File: src/design/jsi_pkg.sv
`default_nettype none

package jsi_pkg;

    localparam int STICK_W  = 16;
    localparam int POS_W    = 32;
    localparam int VEL_W    = 17;
    localparam int DZ_W     = 15;
    localparam int COEF_W   = 16;
    localparam int BOUND_W  = 16;
    localparam int BOX_W    = 48;
    localparam int CFG_IDX_W = 3;
    localparam int CFG_DATA_W = 48;
    localparam int S_TDATA_W = 144;
    localparam int M_TDATA_W = 152;

    localparam logic [CFG_IDX_W-1:0] REG_DEADZONE    = 3'd0;
    localparam logic [CFG_IDX_W-1:0] REG_GAIN_X      = 3'd1;
    localparam logic [CFG_IDX_W-1:0] REG_GAIN_Y      = 3'd2;
    localparam logic [CFG_IDX_W-1:0] REG_GAIN_Z      = 3'd3;
    localparam logic [CFG_IDX_W-1:0] REG_FILTER_COEF = 3'd4;
    localparam logic [CFG_IDX_W-1:0] REG_STEP_TIME   = 3'd5;
    localparam logic [CFG_IDX_W-1:0] REG_WS_LOW      = 3'd6;
    localparam logic [CFG_IDX_W-1:0] REG_WS_HIGH     = 3'd7;

    localparam logic [DZ_W-1:0]   RST_DEADZONE    = 15'd2621;
    localparam logic [COEF_W-1:0] RST_GAIN_X      = 16'd5243;
    localparam logic [COEF_W-1:0] RST_GAIN_Y      = 16'd5243;
    localparam logic [COEF_W-1:0] RST_GAIN_Z      = 16'd3277;
    localparam logic [COEF_W-1:0] RST_FILTER_COEF = 16'd2114;
    localparam logic [COEF_W-1:0] RST_STEP_TIME   = 16'd1049;
    localparam logic [BOX_W-1:0]  RST_WS_LOW      = 48'd884642480947;
    localparam logic [BOX_W-1:0]  RST_WS_HIGH     = 48'd11433323727872;

    typedef struct packed {
        logic load;
        logic mul_g;
        logic mul_a;
        logic mul_t;
        logic commit;
        logic restart;
        logic engage;
        logic active;
    } lane_ctl_t;

    typedef struct packed {
        logic signed [POS_W-1:0] target;
        logic signed [VEL_W-1:0] velocity;
    } lane_res_t;

    function automatic logic signed [VEL_W-1:0] sat_vel(input logic signed [21:0] v);
        logic signed [VEL_W-1:0] r;
        if (v > 22'sd65535) begin
            r = 17'sd65535;
        end else if (v < -22'sd65535) begin
            r = -17'sd65535;
        end else begin
            r = v[VEL_W-1:0];
        end
        return r;
    endfunction

endpackage

`default_nettype wire

File: src/design/jsi_lane.sv
`default_nettype none

module jsi_lane (
    input  wire logic                                   aclk,
    input  wire logic                                   aresetn,
    input  wire jsi_pkg::lane_ctl_t                     ctl,
    input  wire logic signed [jsi_pkg::STICK_W-1:0]     stick,
    input  wire logic signed [jsi_pkg::POS_W-1:0]       meas,
    input  wire logic [jsi_pkg::COEF_W-1:0]             gain,
    input  wire logic [jsi_pkg::DZ_W-1:0]               deadzone,
    input  wire logic [jsi_pkg::COEF_W-1:0]             alpha,
    input  wire logic [jsi_pkg::COEF_W-1:0]             step_time,
    input  wire logic signed [jsi_pkg::BOUND_W-1:0]     bound_lo,
    input  wire logic signed [jsi_pkg::BOUND_W-1:0]     bound_hi,
    output jsi_pkg::lane_res_t                          res
);

    logic signed [jsi_pkg::STICK_W-1:0] stick_reg;
    logic signed [jsi_pkg::POS_W-1:0]   meas_reg;
    logic signed [32:0]                 gprod_reg;
    logic signed [34:0]                 aprod_reg;
    logic signed [33:0]                 tprod_reg;
    logic signed [jsi_pkg::VEL_W-1:0]   ynew_reg;
    logic signed [jsi_pkg::VEL_W-1:0]   filt_reg;
    logic signed [jsi_pkg::POS_W-1:0]   held_reg;

    logic [16:0]                        mag;
    logic signed [jsi_pkg::STICK_W-1:0] stick_dz;
    logic signed [jsi_pkg::VEL_W-1:0]   y0;
    logic signed [33:0]                 g_sum;
    logic signed [33:0]                 g_shift;
    logic signed [jsi_pkg::VEL_W-1:0]   raw;
    logic signed [17:0]                 diff;
    logic signed [35:0]                 a_sum;
    logic signed [35:0]                 a_shift;
    logic signed [21:0]                 y_sum;
    logic signed [jsi_pkg::VEL_W-1:0]   ynew;
    logic signed [34:0]                 t_sum;
    logic signed [34:0]                 t_shift;
    logic signed [jsi_pkg::POS_W-1:0]   held0;
    logic signed [32:0]                 p;
    logic signed [32:0]                 lo33;
    logic signed [32:0]                 hi33;
    logic signed [32:0]                 p_min;
    logic signed [32:0]                 p_clamp;
    logic signed [jsi_pkg::POS_W-1:0]   target_next;

    assign mag      = stick[15] ? (17'd0 - {stick[15], stick}) : {1'b0, stick};
    assign stick_dz = (mag < {2'b00, deadzone}) ? 16'sd0 : stick;
    assign y0       = ctl.restart ? 17'sd0 : filt_reg;

    assign g_sum   = $signed({gprod_reg[32], gprod_reg}) + 34'sd16384;
    assign g_shift = g_sum >>> 15;
    assign raw     = jsi_pkg::sat_vel(g_shift[21:0]);
    assign diff    = $signed({raw[16], raw}) - $signed({y0[16], y0});

    assign a_sum   = $signed({aprod_reg[34], aprod_reg}) + 36'sd32768;
    assign a_shift = a_sum >>> 16;
    assign y_sum   = $signed({{5{y0[16]}}, y0}) + a_shift[21:0];
    assign ynew    = jsi_pkg::sat_vel(y_sum);

    assign t_sum   = $signed({tprod_reg[33], tprod_reg}) + 35'sd524288;
    assign t_shift = t_sum >>> 20;
    assign held0   = ctl.engage ? meas_reg : held_reg;
    assign p       = $signed({held0[31], held0}) + $signed({{17{t_shift[15]}}, t_shift[15:0]});
    assign lo33    = $signed({{13{bound_lo[15]}}, bound_lo, 4'b0000});
    assign hi33    = $signed({{13{bound_hi[15]}}, bound_hi, 4'b0000});
    assign p_min   = (p > hi33) ? hi33 : p;
    assign p_clamp = (p_min < lo33) ? lo33 : p_min;

    assign target_next  = ctl.active ? p_clamp[31:0] : meas_reg;
    assign res.target   = target_next;
    assign res.velocity = ctl.active ? ynew_reg : 17'sd0;

    always_ff @(posedge aclk) begin
        if (ctl.load) begin
            stick_reg <= stick_dz;
            meas_reg  <= meas;
        end
        if (ctl.mul_g) begin
            gprod_reg <= stick_reg * $signed({1'b0, gain});
        end
        if (ctl.mul_a) begin
            aprod_reg <= $signed({1'b0, alpha}) * diff;
        end
        if (ctl.mul_t) begin
            ynew_reg  <= ynew;
            tprod_reg <= ynew * $signed({1'b0, step_time});
        end
    end

    always_ff @(posedge aclk) begin
        if (!aresetn) begin
            filt_reg <= '0;
            held_reg <= '0;
        end else if (ctl.commit) begin
            filt_reg <= ctl.active ? ynew_reg : 17'sd0;
            held_reg <= target_next;
        end
    end

endmodule

`default_nettype wire

File: config.mk
export PLATFORM = sky130hd
export DESIGN_NAME = jsi_lane
export DESIGN_NICKNAME = d
export VERILOG_FILES = /design/src/design/jsi_pkg.sv /design/src/design/jsi_lane.sv
export SDC_FILE = /design/constraint.sdc
export NUM_CORES = 2
export LEC_CHECK = 0
export ABC_AREA = 1
export BUFFER_PORTS_ARGS = -buffer_cell sky130_fd_sc_hd__buf_2
export CAP_MARGIN = 20
export CORE_MARGIN = 4
export CORE_UTILIZATION = 45
export CTS_CLUSTER_DIAMETER = 150
export CTS_CLUSTER_SIZE = 8
export DETAILED_ROUTE_END_ITERATION = 8
export GPL_TIMING_DRIVEN = 0
export PLACE_DENSITY_LB_ADDON = 0.25
export RECOVER_POWER = 100
export SLEW_MARGIN = 10
export SYNTH_ARGS = -nofsm -noshare
export SYNTH_HDL_FRONTEND = slang
export SYNTH_SLANG_ARGS = --single-unit
File: constraint.sdc
create_clock -name aclk -period 8.72 [get_ports aclk]
set_input_delay 1.744 -clock aclk [delete_from_list [all_inputs] [get_ports aclk]]
set_output_delay 1.744 -clock aclk [all_outputs]
set_load 0.02 [all_outputs]
==> run metrics <==
status=complete, but fails checks; failing checks=max-capacitance violations, max-slew violations, negative setup slack; worst r2r src=gprod_reg[14]; clock latency on the worst-skew pair=0.50 ns; Final WS setup=-1.09 ns; I/O Buffers=190; clk root buf=clkbuf_16; period utilization=113%; Critical Setup Path Class=in -> out; CP most frequent cell=nand2_1; final setup vio count=65; Async S/R FF share, synth=0%; Syn Nets=6876; layout cells sized above 1=21.9%; Initial Util=45.6%; Max transition margin=-132%; largest fanout on the critical path=6; grt ovf=0; Layout area overhead=25.9%; Worst Path Arrival=8.07 ns; main area contributors after synthesis=fa_1 (35%), ha_1 (13%), inv_1 (12%); hold wc startpoint=held_reg[29]; DP HPWL=108000 µm; vias in the first global route=40078; element type at the critical path end=output port; post-route ant nets=0; sequential area share after synthesis=10.5%; Seq cells post-synth=168; die height=319 µm; largest area contributor in the netlist=fa_1; final hold violations=0; Die ar.=0.102 mm²; die width=319 µm; mapped cell area=0.0434 mm²; Post-synth top cells=inv_1 (1406), nand2_1 (1100), fa_1 (758); share of the synthesized area in the top cell type=35.0%; total number of yosys warnings=0; Placer Congestion=0.929; Synth cell types=50; # IOs=202; Core ar.=0.0953 mm²; Post-synth EDFFs=119; Pre-antenna DRT Iters=6; Rows=113; Hold Path Stages=2; DR vias/cell=5.22; drt drc=0; Max Clk Rate=102 MHz; Req. time, crit path=6.98 ns; Worst R2R Setup Slack=-0.85 ns; Final nets=7436; initial antenna violation count=7; Max Clock Skew=0.0229 ns; Post-Route WL=136000 µm; syn avg cell area=7.85 µm²; worst r2r path cells=52; Final Max Slew Viols=82; Synth Flop Type=edfxtp_1; CP Launch Type=input port; Worst Max-Slew Pin Slew=3.48 ns; first-pass GRT wire length=214000 µm; Iter 0 DRT Violations=2860; CTS tree=yes; RSZ-0062 raised after global routing=true; slowest CP cell=ha_2; H-Tree Level Count=4; Max-Cap Viols=2; CTS Buffer Depth=2; HP Class=reg -> reg; DR WL/cell=18.4 µm; Num CTS Buffers=17; most common cell in the netlist=inv_1; Clk pin slew, worst setup/hold paths=0.08 ns; # hold bufs at CTS=0; Hold EP=held_reg[29]; minimum clock period after layout=9.81 ns; All-Layer GR Usage=26.4%; slowest stage delay, CP=0.34 ns; Vias=38455; maximum number of pins on one net before global-route repair=49; Setup TNS=-50.38 ns; r2r endpoint=aprod_reg[29]; synthesized instance count=5529; CTS Sinks=168
==> worst max-delay path by stage <==
stage / startpoint / to / slack [ns]
after global routing: ctl[1] / res[37] / -1.40
after global placement: aprod_reg[15] / tprod_reg[32] / -2.36
final: ctl[1] / res[37] / -1.09
after CTS: gprod_reg[14] / aprod_reg[33] / -0.66
after detailed placement: aprod_reg[15] / tprod_reg[32] / -2.34
after floorplan: gprod_reg[15] / aprod_reg[33] / -0.25
==> layout make-up <==
| cell class | instances | area (µm²) |
|---|---|---|
| Clock inverter | 11 | 92.6 |
| Fill cell | 8514 | 40600 |
| Antenna cell | 2 | 5.00 |
| Sequential cell | 168 | 4550 |
| Timing Repair Buffer | 541 | 4260 |
| Multi-Input combinational cell | 3777 | 37200 |
| Clock buffer | 21 | 450 |
| Buffer | 159 | 1110 |
| Inverter | 1425 | 5440 |
| Tap cell | 1265 | 1580 |
==> metrics by stage <==
stage	std cells	utilization [%]	worst slack [ns]	hold slack [ns]	instance area [µm²]
after CTS	7259	55.0	-0.661	0.533	52400
final	7369	57.4	-1.09	0.535	54700
after global routing	7368	57.4	-1.40	0.560	54700
after global placement	6984	49.2	-2.36	0.503	46900
after floorplan	5529	-	-0.248	0.486	44300
after detailed placement	6984	49.2	-2.34	0.517	46900
==> cells by family after synthesis <==
family,synth area share (%)
and+or+nand+nor,16.7
adders and majority gates,47.5
buffers and inverters,13.8
muxes,0.156
AOI/OAI and AO/OA,7.65
xor gates and xnor gates,3.63
DFF,10.5
==> worst max-delay path, delay by kind of cell <==
| kind | cells | cell delay (ns) |
|---|---|---|
| and+or+nand+nor | 22 | 2.04 |
| buffers and inverters | 12 | 1.52 |
| AOI/OAI and AO/OA | 11 | 1.89 |
| adders and majority gates | 3 | 0.84 |
==> repair_timing <==
| item | in CTS | in global routing |
|---|---|---|
| gates resized for setup | 701 | 388 |
| buffers inserted | 230 | 112 |
| endpoints found under the setup margin | 67 | 67 |
| pin swaps | 284 | 293 |
| gates cloned | 15 | 0 |
==> routing by layer <==
layer / vias up / track usage, % / routed length (µm)
met3: 315 / 4.25 / 8740
li1: 17848 / - / -
met2: 1382 / 44.4 / 64500
met1: 18904 / 34.2 / 55800
met5: - / 0 / 34
met4: 6 / 10.8 / 6670
==> cells in the final DEF (no fill, tap or decap), drive strengths merged, types with 8 or more instances in the layout <==
cell type | synthesis | final
a21o | 20 | 20
xor2 | 128 | 128
nand4 | 31 | 31
nand3 | 193 | 194
inv | 1414 | 1417
o21a | 12 | 12
a31oi | 22 | 22
o211ai | 8 | 8
buf | 31 | 538
nor2 | 353 | 353
xnor2 | 52 | 52
o21ai | 179 | 179
edfxtp | 119 | 119
clkinv | 11 | 15
ha | 436 | 436
dfxtp | 49 | 49
a21oi | 326 | 326
nand2 | 1115 | 1117
nor3 | 31 | 31
nor4 | 16 | 16
or2 | 35 | 35
clkbuf | 131 | 181
fa | 758 | 758
Power is not shown: default switching activity piles up to over one toggle a cycle in this logic, so the estimate is an artifact.
